## config.mk

```make
export PLATFORM = sky130hd
export DESIGN_NAME = twfct_stats
export DESIGN_NICKNAME = d
export VERILOG_FILES = /design/src/twfct_pkg.sv /design/src/twfct_stats.sv
export SDC_FILE = /design/constraint.sdc
export NUM_CORES = 1
export LEC_CHECK = 0
export BUFFER_PORTS_ARGS = -buffer_cell sky130_fd_sc_hd__buf_2
export CAP_MARGIN = 5
export CORE_MARGIN = 3
export CORE_UTILIZATION = 50
export DETAILED_ROUTE_END_ITERATION = 7
export MAX_ROUTING_LAYER = met4
export PLACE_DENSITY = 0.73
export SLEW_MARGIN = 20
export SYNTH_ARGS = -nofsm -noshare
export SYNTH_HDL_FRONTEND = slang
export SYNTH_SLANG_ARGS = --single-unit
```

## constraint.sdc

```tcl
create_clock -name clk -period 2.5 [get_ports clk]
set_clock_uncertainty 0.15 [all_clocks]
set_input_delay 0 -clock clk [delete_from_list [all_inputs] [get_ports clk]]
set_output_delay 0 -clock clk [all_outputs]
set_load 0.1 [all_outputs]
```

## src/twfct_pkg.sv

```systemverilog
// Shared types and codes for the two-way FIFO cache tracker.
package twfct_pkg;

	typedef enum logic [1:0] {
		ST_CLEAR,
		ST_IDLE,
		ST_LOOK
	} twfct_state_t;

	localparam int CFG_IDX_W = 3;

	localparam logic [CFG_IDX_W-1:0] CFG_TWO_WAY   = 3'd0;
	localparam logic [CFG_IDX_W-1:0] CFG_OFFSET    = 3'd1;
	localparam logic [CFG_IDX_W-1:0] CFG_INDEX     = 3'd2;
	localparam logic [CFG_IDX_W-1:0] CFG_WR_ALLOC  = 3'd3;
	localparam logic [CFG_IDX_W-1:0] CFG_WR_BACK   = 3'd4;

	localparam int CFG_DATA_W = 5;

	localparam logic CMD_READ  = 1'b0;
	localparam logic CMD_WRITE = 1'b1;

	// One finished access, as seen by the statistics counters
	typedef struct packed {
		logic fire;
		logic is_write;
		logic hit;
		logic evicted;
		logic memw;
	} twfct_event_t;

endpackage

```

## src/twfct_stats.sv

```systemverilog
// Saturating hit, miss, write-back and memory-write counters.
module twfct_stats
	import twfct_pkg::*;
(
	input  logic         clk,
	input  logic         arst_n,
	input  twfct_event_t ev,
	output logic [31:0]  read_hit_count,
	output logic [31:0]  write_hit_count,
	output logic [31:0]  read_miss_count,
	output logic [31:0]  write_miss_count,
	output logic [31:0]  writeback_count,
	output logic [31:0]  memory_write_count
);

	logic [31:0] rd_hit_q, wr_hit_q, rd_miss_q, wr_miss_q, wb_q, memw_q;
	logic        inc_rd_hit, inc_wr_hit, inc_rd_miss, inc_wr_miss;

	function automatic logic [31:0] sat_inc(input logic [31:0] v);
		return (v == '1) ? v : v + 32'd1;
	endfunction

	assign inc_rd_hit  = ev.fire &&  ev.hit && !ev.is_write;
	assign inc_wr_hit  = ev.fire &&  ev.hit &&  ev.is_write;
	assign inc_rd_miss = ev.fire && !ev.hit && !ev.is_write;
	assign inc_wr_miss = ev.fire && !ev.hit &&  ev.is_write;

	always_ff @(posedge clk or negedge arst_n) begin
		if (!arst_n) begin
			rd_hit_q  <= '0;
			wr_hit_q  <= '0;
			rd_miss_q <= '0;
			wr_miss_q <= '0;
			wb_q      <= '0;
			memw_q    <= '0;
		end else begin
			if (inc_rd_hit)              rd_hit_q  <= sat_inc(rd_hit_q);
			if (inc_wr_hit)              wr_hit_q  <= sat_inc(wr_hit_q);
			if (inc_rd_miss)             rd_miss_q <= sat_inc(rd_miss_q);
			if (inc_wr_miss)             wr_miss_q <= sat_inc(wr_miss_q);
			if (ev.fire && ev.evicted)   wb_q      <= sat_inc(wb_q);
			if (ev.fire && ev.memw)      memw_q    <= sat_inc(memw_q);
		end
	end

	assign read_hit_count     = rd_hit_q;
	assign write_hit_count    = wr_hit_q;
	assign read_miss_count    = rd_miss_q;
	assign write_miss_count   = wr_miss_q;
	assign writeback_count    = wb_q;
	assign memory_write_count = memw_q;

endmodule

```

**Word level (Yosys, flattened, before mapping)**

Index checks and enable logic that the tools add are counted.

- Eq/ne operators: 6
- $add $sub $neg: 6
- Reductions and logical operators: 16
- Bitwise operators: 6

Operators by type and width:

| cell | number |
|---|---|
| $add 32x1->32 const B | 6 |
| $eq 32x32->1 const B | 6 |
| $reduce_and 2->1 | 6 |
| $logic_and 1x1->1 | 8 |
| $not 1->1 | 6 |
| $logic_not 1->1 | 2 |

- Logic and storage cells: 40
- Input port bits: 7
- Output and inout bits: 192
- Flip-flop bits (word level): 192

**Logic depth before layout (Yosys ltp)**

Gate-level depths: netlist (run 1).

- Depth after elaboration: 4
- Gate-level depth with buffers: 7

**Worst setup path after synthesis (run 1)**

OpenSTA, ideal clock, no wires.

- Path type: register -> register
- From: reg wb_q[22], in the netlist writeback_count[22]
- To: reg wb_q[13], in the netlist writeback_count[13]
- Period minus slack after synthesis: 3.017 ns
- Slack: -0.517 ns
- Data arrival time: 2.703 ns
- Cell stages (with the launch flop): 7
- Required time: 2.186 ns
- Cells stage by stage: dfrtp_1 nand4_1 nor4_1 a21o_2 buf_2 nor3_1 xor2_1

- Word-level cells in the longest chain between the ends: 3

RTL lines:

| what | RTL line | source |
|---|---|---|
| start, declared | twfct_stats.sv:16 | `logic [31:0] rd_hit_q, wr_hit_q, rd_miss_q, wr_miss_q, wb_q, memw_q;` |
| start signal, assigned | twfct_stats.sv:41 | `if (ev.fire && ev.evicted) wb_q <= sat_inc(wb_q);` |
| $eq 32x32->1 | twfct_stats.sv:20 | `return (v == '1) ? v : v + 32'd1;` |
| $not 1->1 (no source line) | -- |  |
| $reduce_and 2->1 (no source line) | -- |  |

No other way between the ends.
A chain may end at the register's enable or synchronous reset.

**Worst setup path after layout (run 1)**

- From: reg rd_hit_q[3], in the netlist read_hit_count[3]
- To: reg rd_hit_q[22], in the netlist read_hit_count[22]

- Word-level cells in the longest chain between the ends: 3
- Elaborated cells between the ends (all ways): 4
- Classes of those cells: add/sub (1); eq/ne (1); bitwise (1); reduce/logical (1)

RTL lines:

| what | RTL line | source |
|---|---|---|
| start, declared | twfct_stats.sv:16 |  |
| start signal, assigned | twfct_stats.sv:37 | `if (inc_rd_hit) rd_hit_q <= sat_inc(rd_hit_q);` |
| parallel branches: the longest is 3 deep, another holds $add 32x1->32 | -- |  |

Parallel ways; which one is timed is not known.

==> results of run 1 <==
[final cells by class]
| cell class | count | area [sq um] | area share [%] |
|---|---|---|---|
| Clock buffer | 21 | 450.4 | 3.867 |
| Clock inverter | 11 | 131.4 | 1.128 |
| Inverter | 16 | 60.06 | 0.5156 |
| Multi-Input combinational cell | 635 | 4334 | 37.21 |
| Sequential cell | 192 | 5061 | 43.45 |
| Tap cell | 225 | 281.5 | 2.417 |
| Timing Repair Buffer | 236 | 1330 | 11.42 |
[placed cells by master (no fill, tap or decap), drive strengths merged, types with 2 or more instances in the layout]
cell / synthesis / routed
buf: 5 / 227
dfrtp: 192 / 192
xnor2: 134 / 134
nand4: 89 / 89
nand2: 79 / 79
nand3: 71 / 71
nor2: 50 / 50
xor2: 46 / 46
nor3: 25 / 25
nor4: 23 / 23
clkbuf: 7 / 22
and3: 21 / 21
inv: 16 / 18
and4: 17 / 17
dlygate4sd3: 0 / 8
or4: 8 / 8
and2: 6 / 6
mux2: 6 / 6
or2: 6 / 6
ha: 6 / 6
or3: 5 / 5
nand4b: 5 / 5
a21oi: 5 / 5
nand3b: 4 / 4
a211oi: 4 / 4
clkinv: 0 / 4
clkinvlp: 0 / 3
a31oi: 3 / 3
nor3b: 3 / 3
o21ai: 2 / 2
nor2b: 2 / 2
a31o: 2 / 2
o31ai: 2 / 2
bufinv: 0 / 2
nor4b: 2 / 2
[per-stage QoR]
step | hold slack, ns | total power, mW | cells
after floorplan | -0.4456 | 6.200 | 855
after global placement | -0.1210 | 6.720 | 1295
after detailed placement | -0.1158 | 6.755 | 1295
after CTS | 0.3327 | 9.485 | 1336
after global routing | 0.3416 | 9.769 | 1336
final | 0.3257 | 9.395 | 1336
[critical path, delay by kind of cell, from the launching register on]
kind | cells | cell delay [ns]
flops | 1 | 0.45
simple gates | 3 | 1.05
compound gates | 1 | 0.45
xor+xnor | 1 | 0.16
[repair_timing]
action / 4_1_cts / 5_1_grt
gates resized for setup: 0 / 2
buffers inserted: 0 / 0
hold buffers: 9 / 0
hold endpoints to repair: 215 / 0
endpoints found under the setup margin: 0 / 21
[cells by family after synthesis]
kind of cell / after synthesis
flops: 192
buf+inv: 28
fa+ha+maj: 6
compound gates: 24
simple gates: 419
xor+xnor: 180
mux: 6
[power by group through the flow]
| stage | combinational, mW | clock [mW] | sequential (mW) |
|---|---|---|---|
| 4_1_cts | 2.88 | 2.77 | 3.84 |
| 5_1_grt | 2.97 | 2.90 | 3.89 |
| 2_1_floorplan | 0.421 | 0 | 5.78 |
| 6_report | 2.85 | 2.70 | 3.84 |
| 3_3_place_gp | 2.84 | 0 | 3.87 |
| 3_5_place_dp | 2.86 | 0 | 3.90 |
[per-layer routing]
metal	up-vias	wire, um
li1	3558	-
met1	3702	9899
met2	158	10910
met3	18	1017
met4	0	268
met5	-	0
[worst paths after layout]
check	from	slack (ns)	cells past startpoint	to
setup reg to reg	read_hit_count[3]$_DFFE_PN0P_	0.13	5	read_hit_count[22]$_DFFE_PN0P_
hold reg to reg	read_miss_count[6]$_DFFE_PN0P_	0.33	1	read_miss_count[6]$_DFFE_PN0P_
setup / recovery	read_hit_count[3]$_DFFE_PN0P_	0.13	5	read_hit_count[22]$_DFFE_PN0P_
min in group asynchronous	arst_n	0.44	3	memory_write_count[25]$_DFFE_PN0P_
max in group asynchronous	arst_n	1.06	4	write_hit_count[5]$_DFFE_PN0P_
hold / removal	read_miss_count[6]$_DFFE_PN0P_	0.33	1	read_miss_count[6]$_DFFE_PN0P_
[flip-flops by register name, summed over array words and instances (netlist names)]
| signal | cells |
|---|---|
| read_hit_count | 32 |
| read_miss_count | 32 |
| writeback_count | 32 |
| write_hit_count | 32 |
| write_miss_count | 32 |
| memory_write_count | 32 |
==> run summary, run 1 <==
After clock tree synthesis, the clock-pin slew on the worst setup and hold paths is 0.06 ns. For this run, global-route usage on met1 was measured as 30.37%. The critical path goes through nand4_1, or4_1, a211oi_2, nand3_1, xnor2_1. Per report_power, the clock group accounts for 28.8% of the total. The synthesized design contains 0 enable-type register cells.

Before antenna repair, the detailed router went through 4 iterations. The switching portion of total power is 41.98%, and the total via count in the routed design is 7436. The summed instance area of the synthesized netlist came out at 0.009208 sq mm. The floorplan has 48 rows. After detailed routing, the number of remaining DRC violations is 0. After technology mapping, the gate count stands at 855. The critical path data arrival time was 2.53 ns.

Adding up every negative setup slack in the final design gives 0 ns. During placement, the flow inserted port buffers numbering 198. The type of element capturing the critical path is a register.

Detailed placement ended at an HPWL of 16000 um. Counting every net in the synthesized netlist gives 868. The slowest stage of the critical path is the or4_1 cell. The total area inside the core boundary comes to 0.01766 sq mm.

In this run the deepest clock path goes through 2 buffers. Cells fill 65.97% of the core in the end. By count the netlist is led by dfrtp_1, xnor2_1, nand4_1.

The number of endpoints with negative hold slack in the final report came out at 0. Setup slack closes at 0.1267 ns. The final count of pins violating max slew was 0. For the number of global-route vias before repair, the log shows 7242.

The count of clock tree sinks is 192. Yosys attributes the largest share of cell area to dfrtp_1, xnor2_1, nand4_1. In the synthesized netlist, mux cells make up 0.7338% of the area.

The number of antenna violations at the first check in global routing is 0. Antenna cell count: 0. By area, the combinational part of the netlist is dominated by simple AND/OR/NAND/NOR gates. The flow ran to the end, and the final reports show no timing, DRC or antenna violations. The maximum net fanout on the critical path came out at 6. During I/O placement, the number of pins put on the boundary was 199. Summed over all layers, the routed wires come to 22090 um.

The internal portion of the total power is 5.451 mW. For the final count of negative-setup-slack endpoints, the log shows 0. The share of synthesized area in the top cell type comes to 52.18%. In this run, flip-flops and latches consume 40.8% of the power. The proportion of synthesized chip area in sequential cells is 52.18%. The biggest area contributor in the post-synthesis netlist is dfrtp_1. In the routed layout, each cell is associated on average with a via count of 5.566. TritonCTS built the clock tree.

The maximum number of pins on one net before global-route repair was 63; the worst slack at placement was 0.07662 ns. The post-synthesis average cell area came out at 10.77 sq um. STA classifies the critical path startpoint as a register. Among all cell types in the netlist, the one instantiated most often is dfrtp_1.

Timing would allow up to 421.4 MHz. The most instantiated flip-flop cell in the synthesis netlist was dfrtp_1. The fraction of the mapped netlist area in compound gates is 2.147%, and the layout net count is 1111.

Global routing used 23.16% of the available tracks. For this block, the initial DRC count from the detailed router was 410. Adder and majority gate portion of the synthesized area: 0.8153%.

In the synthesized netlist the async set-or-reset flop fraction comes to 100.0%. For the worst setup path, the data required time is 2.65 ns. Dividing total power by cell area gives a power density of 806.6 mW/mm^2.

In the final routed layout, each cell accounts on average for 16.54 um. Across the run, the number of max-cap violations was 0. The largest stage delay on the critical path was 0.62 ns. At the pin with the least slew margin, the transition time is 0.6785 ns. Summed over all layers, the global routing overflow is 0. The clock latency at the later pin of the worst-skew pair is 0.43 ns, and the die area is 0.02008 sq mm. The met3 layer usage reported by global route came out at 4.685%. The post-route minimum period came out at 2.373 ns.

The first-pass GRT wire length came out at 37050 um. The tools report the count of nets left with antenna violations after detail routing as 0. The post-route netlist has 40.05% of its cells at a drive strength greater than 1. The global placement routability congestion is 0.8468, and the share of power burned in combinational logic is 30.4%.

After Yosys synthesis, and, or, nand and nor cells account for 25.81% of the synthesized area. Global routing used 37.09% of the available met2 tracks. Synthesis inferred 192 register bits.

The overall die height was 141.7 um. Summed over all cells, the static leakage comes to 5.158 nW. The logs give 51 for the unique cell type count in the Yosys netlist and 0.01165 sq mm for the post-route cell area. The net switching power was 3.944 mW.

The starting density of the core was 52.15%. For this run, the number of Yosys warnings is 0. Of the total synthesized cell area, the portion taken by XOR and XNOR cells is 17.12%. The category of the most critical setup path is reg2reg. Post-placement cell area: 0.01095 sq mm.

In this run the most used layer during global routing was met2. The H-tree was split into 4 levels. The root buffer cell chosen for the clock tree is clkbuf_16. Compared with the post-synthesis result, the final layout area differs by 26.51%. After filler insertion, the fill cell instance count of the layout stands at 1461. For the worst voltage drop across the vdd grid, the log shows 1149 uV. After layout, the worst path uses 94.93% of the clock period. The worst slew slack as a fraction of its limit is 54.77%, and the floorplan die width is 141.7 um. The path class of the tightest hold or removal check is reg2reg. In this run, CTS created clock tree buffers numbering 17.
(Power assumes the default switching activity.)
==> run 2: changes to the inputs <==
CORE_ASPECT_RATIO = 2   (was not set)
==> run summary, run 2 (synthesis gave the netlist of run 1 again) <==
The number of antenna violations at the first check in global routing was 0 (unchanged); the first-pass detailed-route iteration total was 7 (was 4). The count of buffers from port buffering is 198 (unchanged), and the DRC violation count after routing is 0 (unchanged). The final worst-path cycle share is 93.99% (was 94.93%). The root buffer cell was clkbuf_16 (unchanged).

The highest clock frequency the design can meet is 425.6 MHz (was 421.4 MHz), and the number of placed I/O pins is 199 (unchanged). The tools report the count of standard-cell rows as 69 (was 48). The logs give 645.3 uV (was 1149 uV) for the worst voltage drop across the vdd grid and 17710 um (was 16000 um) for the detailed-placement wirelength estimate. The maximum net fanout on the critical path came out at 6 (unchanged). TritonCTS built the clock tree. For the maximum count of clock buffers along a single path, the log shows 2 (unchanged). The tools report the worst min-delay path endpoint as write_miss_count[21]$_DFFE_PN0P_ (was read_miss_count[6]$_DFFE_PN0P_).

Number of endpoints with negative hold slack in the final report: 0 (unchanged). The maximum number of pins on one net before global-route repair came out at 78 (was 63). Layout net count: 1115 (was 1111). The final count of negative-setup-slack endpoints was 0 (unchanged). The tools report the startpoint of the worst hold path as write_miss_count[21]$_DFFE_PN0P_ (was read_miss_count[6]$_DFFE_PN0P_). The detail-routed via count per cell came out at 5.727 (was 5.566). The run gives 7606 (was 7436) as the total via count in the routed design. Category of the most critical setup path: reg2reg (unchanged). Most frequent cells in the layout: buf_2, xnor2_1, dfrtp_2 (unchanged). Clock slew seen by the registers of the worst setup and hold paths: 0.07 ns (was 0.06 ns). The share of layout cells above drive strength 1 was 40.27% (was 40.05%). For the antenna cell count, the log shows 0 (unchanged). The power density over cell area came out at 802.2 mW/mm^2 (was 806.6 mW/mm^2). The tools report the endpoint of the most critical register-to-register path as read_hit_count[28]$_DFFE_PN0P_ (was read_hit_count[22]$_DFFE_PN0P_). For the leakage power figure, the log shows 5.168 nW (was 5.158 nW). First-pass GRT wire length: 37780 um (was 37050 um).

The worst-margin pin slew was 0.6315 ns (was 0.6785 ns). The run gives 57.51% (was 54.77%) as the worst slew slack as a fraction of its limit. The reported max-cap violation count came out at 0 (unchanged). The count of nets left with antenna violations after detail routing was 0 (unchanged).

The run finished with clean final reports. The aggregate negative setup slack came out at 0 ns (unchanged). The initial DRC count is 276 (was 410), and the floorplan die width is 102.0 um (was 141.7 um).

The run gives 192 (unchanged) as the count of clock tree sinks. The number of H-tree branching levels came out at 4 (unchanged). Overall die height: 197.9 um (was 141.7 um). The run gives 0.02018 sq mm (was 0.02008 sq mm) as the die area. Setup repair after global routing left no endpoint under its margin. Category of the worst setup path launch point: a register (unchanged). The total wire length is 23450 um (was 22090 um), and the hold-critical path depth is 1 (unchanged). The clock latency at the later pin of the worst-skew pair was 0.44 ns (was 0.43 ns); the area of the core region was 0.01796 sq mm (was 0.01766 sq mm). The tools report the type of element capturing the critical path as a register (unchanged). The starting density of the core is 51.28% (was 52.15%), and the count of cells along the worst register-to-register path is 6 (was 5).

The global placement routability congestion was 0.8839 (was 0.8468). The final count of pins violating max slew was 0 (unchanged). Routed length per instance: 17.66 um (was 16.54 um). The tools report the number of global-route vias before repair as 7649 (was 7242).

The type of the tightest min-delay check is reg2reg (unchanged). Residual overflow from global routing: 0 (unchanged). Post-route minimum period: 2.350 ns (was 2.373 ns).

The most frequent standard cell in the layout excluding fill and tap cells is buf_2 (unchanged). The run gives 2.67 ns (was 2.65 ns) as the required time at the worst-slack endpoint. The tools report the slack of the worst reg-to-reg path as 0.15 ns (was 0.13 ns).

The synthesis-to-finish area growth was 26.31% (was 26.51%); the number of buffers inserted to repair setup after CTS was 0 (unchanged). The run gives 0.1635 ns (was 0.07662 ns) as the worst slack at placement. The number of clock buffers inserted by TritonCTS was 17 (unchanged); the critical path data arrival time was 2.52 ns (was 2.53 ns). The total global-route track usage was 24.25% (was 23.16%). Startpoint of the lowest-slack register-to-register path: read_hit_count[0]$_DFFE_PN0P_ (was read_hit_count[3]$_DFFE_PN0P_). The run gives 0.1504 ns (was 0.1267 ns) as the minimum setup slack in the final design.
==> run 2: how the worst max path moves through the flow <==
stage / start / end / slack (ns) / cells past startpoint
after floorplan: writeback_count[15]$_DFFE_PN0P_ / writeback_count[27]$_DFFE_PN0P_ / 0.001 / 6
after global placement: read_hit_count[0]$_DFFE_PN0P_ / read_hit_count[28]$_DFFE_PN0P_ / 0.21 / 6
after detailed placement: read_hit_count[0]$_DFFE_PN0P_ / read_hit_count[28]$_DFFE_PN0P_ / 0.16 / 6
after CTS: read_hit_count[0]$_DFFE_PN0P_ / read_hit_count[28]$_DFFE_PN0P_ / 0.15 / 6
after global routing: read_hit_count[0]$_DFFE_PN0P_ / read_hit_count[28]$_DFFE_PN0P_ / 0.04 / 6
final: read_hit_count[0]$_DFFE_PN0P_ / read_hit_count[28]$_DFFE_PN0P_ / 0.15 / 6
==> run 2: area by class of cell <==
class,instances,area [sq um]
fill,1519,6327
tap,213,266.5
clock buffer,17,425.4
inverter,16,60.06
clock inverter,15,132.6
timing repair buffer,240,1363
multi-input combinational,635,4322
sequential,192,5061
==> run 2: worst max-delay path, stage by stage (launching register included) <==
cell and delay, ns:
dfrtp_4 0.43, ha_1 0.22, nand4_1 0.13, or4_1 0.53, a211oi_2 0.45, nand4_1 0.17
xnor2_1 0.16
==> run 2: power breakdown <==
| part | internal [mW] | total (mW) | leakage (nW) | switching (mW) |
|---|---|---|---|---|
| Sequential | 3.48 | 3.84 | 2.34 | 0.369 |
| Clock | 1.38 | 2.62 | 0.267 | 1.23 |
| Combinational | 0.466 | 2.87 | 2.56 | 2.40 |
| Total | 5.33 | 9.33 | 5.17 | 4.00 |
==> run 2: repair_timing <==
item | in CTS | in global routing
resized for setup | 0 | 0
endpoints found under the hold margin | 214 | 0
hold buffers | 9 | 0
==> run 2: per-stage QoR <==
stage                     hold slack [ns]  util [%]  instances  area, sq um  power, mW
after floorplan                   -0.4456         -        855         9493      6.200
after detailed placement          -0.1461     61.16       1287        10980      6.772
after global routing               0.3407     64.76       1328        11630      9.655
after global placement            -0.1456     61.16       1287        10980      6.727
final                              0.3279     64.76       1328        11630      9.330
after CTS                          0.3337     64.76       1328        11630      9.410
==> run 2: routing by layer <==
layer  vias to the layer above  share of wire (%)  track usage [%]
met3                        72                4.1            4.055
met4                         0                3.8            10.85
met1                      3733                 36            25.03
met2                       243                 56            44.02
li1                       3558                  -                -
met5                         -                  0                -
==> run 3: changes to the inputs <==
BUFFER_PORTS_ARGS = -buffer_cell sky130_fd_sc_hd__buf_4   (was -buffer_cell sky130_fd_sc_hd__buf_2)
==> run summary, run 3 (synthesis gave the netlist of run 1 again) <==
Number of endpoints with negative hold slack in the final report: 1 (was 0). The run gives 0.02018 sq mm (unchanged) as the die area. The tools report the total wire length as 23920 um (was 23450 um). The antenna cell count came out at 0 (unchanged). List of cells traversed by the critical path: ha_4, nand2_1, or4_4, or4b_4, nor2_1, xor2_1 (was ha_1, nand4_1, or4_1, a211oi_2, nand4_1, xnor2_1).

TritonCTS built the clock tree. The power density over cell area was 782.9 mW/mm^2 (was 802.2 mW/mm^2); the first-pass detailed-route iteration total was 4 (was 7). The first-pass GRT wire length was 38350 um (was 37780 um); the detail-routed via count per cell was 5.711 (was 5.727).

The required time at the worst-slack endpoint is 2.70 ns (was 2.67 ns). The routed length per instance was 17.98 um (was 17.66 um). For the number of buffers inserted to repair setup after CTS, the log shows 0 (unchanged). The share of power burned in registers was 40.6% (was 41.2%); the number of buffer and inverter instances along the worst setup path was 0 (unchanged).

Aggregate negative setup slack: 0 ns (unchanged). The residual overflow from global routing is 0 (unchanged), and the clock latency at the later pin of the worst-skew pair is 0.43 ns (was 0.44 ns). Setup repair after global routing left no endpoint under its margin.

The maximum number of pins on one net before global-route repair was 74 (was 78); the count of clock tree sinks was 192 (unchanged). The worst hold-check slack is -0.0009889 ns (was 0.3279 ns). Cell family with the largest share of critical-path delay: simple AND/OR/NAND/NOR gates (unchanged). The number of global-route vias before repair is 7714 (was 7649). The layout net count was 1117 (was 1115). The largest stage delay on the critical path came out at 0.57 ns (was 0.53 ns).

The checks that failed: negative hold slack. Worst-margin pin slew: 0.7613 ns (was 0.6315 ns). Worst voltage drop across the vdd grid: 875.3 uV (was 645.3 uV). The type of the tightest min-delay check is in2async (was reg2reg). The tools report the root buffer cell as clkbuf_16 (unchanged).

The maximum net fanout on the critical path came out at 4 (was 6). The logs give 24.74% (was 24.25%) for the total global-route track usage and 0.01149 sq mm (was 0.01098 sq mm) for the post-placement cell area. The internal power of the cells was 5.463 mW (was 5.326 mW).

The share of layout cells above drive strength 1 came out at 40.47% (was 40.27%). Global placement routability congestion: 0.9031 (was 0.8839). The final worst-path cycle share works out to 93.19% (was 93.99%). The library cell contributing the largest single delay on the critical path is or4_4 (was or4_1). The run gives 9.520 mW (was 9.330 mW) as the total power.

The clock slew seen by the registers of the worst setup and hold paths works out to 0.07 ns (about the same). The post-route cell area is 0.01216 sq mm (was 0.01163 sq mm), and the post-route minimum period is 2.330 ns (was 2.350 ns). The detailed-placement wirelength estimate is 18140 um (was 17710 um), and the filler cell count in the final layout is 1393 (was 1519). The switching portion of total power came out at 42.61% (was 42.92%).

The highest clock frequency the design can meet was 429.2 MHz (was 425.6 MHz); the starting density of the core was 51.28% (unchanged). Most frequent cells in the layout: buf_4, xnor2_1, dfrtp_2 (was buf_2, xnor2_1, dfrtp_2). The initial DRC count came out at 172 (was 276). Category of the worst setup path launch point: a register (unchanged).

The category of the most critical setup path is reg2reg (unchanged). The logs give 27.7% (was 28.1%) for the fraction of power consumed by the clock network and 199 (unchanged) for the number of placed I/O pins. The most frequent standard cell in the layout excluding fill and tap cells is buf_4 (was buf_2).

The logs give 4.057 mW (was 4.004 mW) for the net switching power and 2.53 ns (was 2.52 ns) for the critical path data arrival time. The maximum count of clock buffers along a single path is 2 (unchanged), and the final count of pins violating max slew is 0 (unchanged). The synthesis-to-finish area growth is 32.06% (was 26.31%), and the DRC violation count after routing is 0 (unchanged). The number of clock buffers inserted by TritonCTS came out at 17 (unchanged). The overall die height is 197.9 um (unchanged). The run finished, with violations left. The tools report the worst slew slack as a fraction of its limit as 49.01% (was 57.51%). The share of power burned in combinational logic is 31.7% (was 30.7%), and the area of the core region is 0.01796 sq mm (unchanged). The floorplan die width was 102.0 um (unchanged). The final count of negative-setup-slack endpoints is 0 (unchanged).

The logs give 5.225 nW (was 5.168 nW) for the leakage power figure and 0 (unchanged) for the reported max-cap violation count. The type of element capturing the critical path is a register (unchanged). For the count of standard-cell rows, the log shows 69 (unchanged). The number of antenna violations at the first check in global routing came out at 0 (unchanged). Number of H-tree branching levels: 4 (unchanged). For the total via count in the routed design, the log shows 7596 (was 7606). The run gives 0 (unchanged) as the count of nets left with antenna violations after detail routing. Count of buffers from port buffering: 198 (unchanged).
==> run 3: cell types whose count changed in the layout (fill, tap and decap cells not counted), sizes merged <==
cell / before / now
clkinvlp: 4 / 1
buf: 230 / 232
clkbuf: 18 / 20
bufinv: 1 / 0
clkinv: 4 / 5
inv: 22 / 23
==> run 3: metal layers <==
layer  part of all wire, %  wire length, um  track usage (%)
met1                    35             8475            25.11
met2                    57            13600            44.85
met3                   3.4              819            3.949
met4                   4.3             1020            12.41
met5                     0                0                -
==> run 3: per-stage QoR <==
stage	cells	hold slack [ns]	setup slack (ns)	utilization, %
6_report	1330	-0.0009889	0.1702	67.71
3_5_place_dp	1289	-0.08112	0.2226	63.98
4_1_cts	1330	0.01912	0.1494	67.68
2_1_floorplan	855	-0.4456	0.001237	-
5_1_grt	1330	0.04371	0.01981	67.71
3_3_place_gp	1289	-0.08629	0.2584	63.98
==> run 3: power by group through the flow <==
stage               Clock, mW  Combinational, mW  Sequential [mW]
floorplan                   0              0.421             5.78
global placement            0               3.01             3.90
detailed placement          0               3.02             3.92
CTS                      2.70               3.04             3.86
global route             2.83               3.14             3.91
finish                   2.64               3.02             3.86
==> run 3: worst register-to-register path: stages, from the launching register on <==
cell     delay, ns
dfrtp_4       0.45
ha_4          0.14
nand2_1       0.10
or4_4         0.57
or4b_4        0.56
nor2_1        0.14
xor2_1        0.15
==> run 3: cell type report <==
cell class	instances	area [sq um]	share of cell area, %
sequential	192	5061	41.62
multi-input combinational	635	4328	35.59
clock inverter	13	120.1	0.9879
tap	213	266.5	2.192
inverter	16	60.06	0.4939
clock buffer	19	452.9	3.725
timing repair buffer	242	1871	15.38
==> run 3: worst paths after layout <==
check | from | slack [ns] | end | depth (start not counted)
hold / removal | arst_n | -0.001 | writeback_count[14]$_DFFE_PN0P_ | 2
hold reg to reg | read_miss_count[6]$_DFFE_PN0P_ | 0.33 | read_miss_count[6]$_DFFE_PN0P_ | 1
setup reg to reg | write_miss_count[0]$_DFFE_PN0P_ | 0.17 | write_miss_count[26]$_DFFE_PN0P_ | 6
max in group asynchronous | arst_n | 1.43 | write_hit_count[6]$_DFFE_PN0P_ | 3
setup / recovery | write_miss_count[0]$_DFFE_PN0P_ | 0.17 | write_miss_count[26]$_DFFE_PN0P_ | 6
min in group clk | read_miss_count[6]$_DFFE_PN0P_ | 0.33 | read_miss_count[6]$_DFFE_PN0P_ | 1
==> run 3: repair_timing <==
item / 4_1_cts / 5_1_grt
endpoints found under the setup margin: 0 / 9
hold endpoints to repair: 228 / 0
resized for setup: 0 / 1
hold buffers: 9 / 0
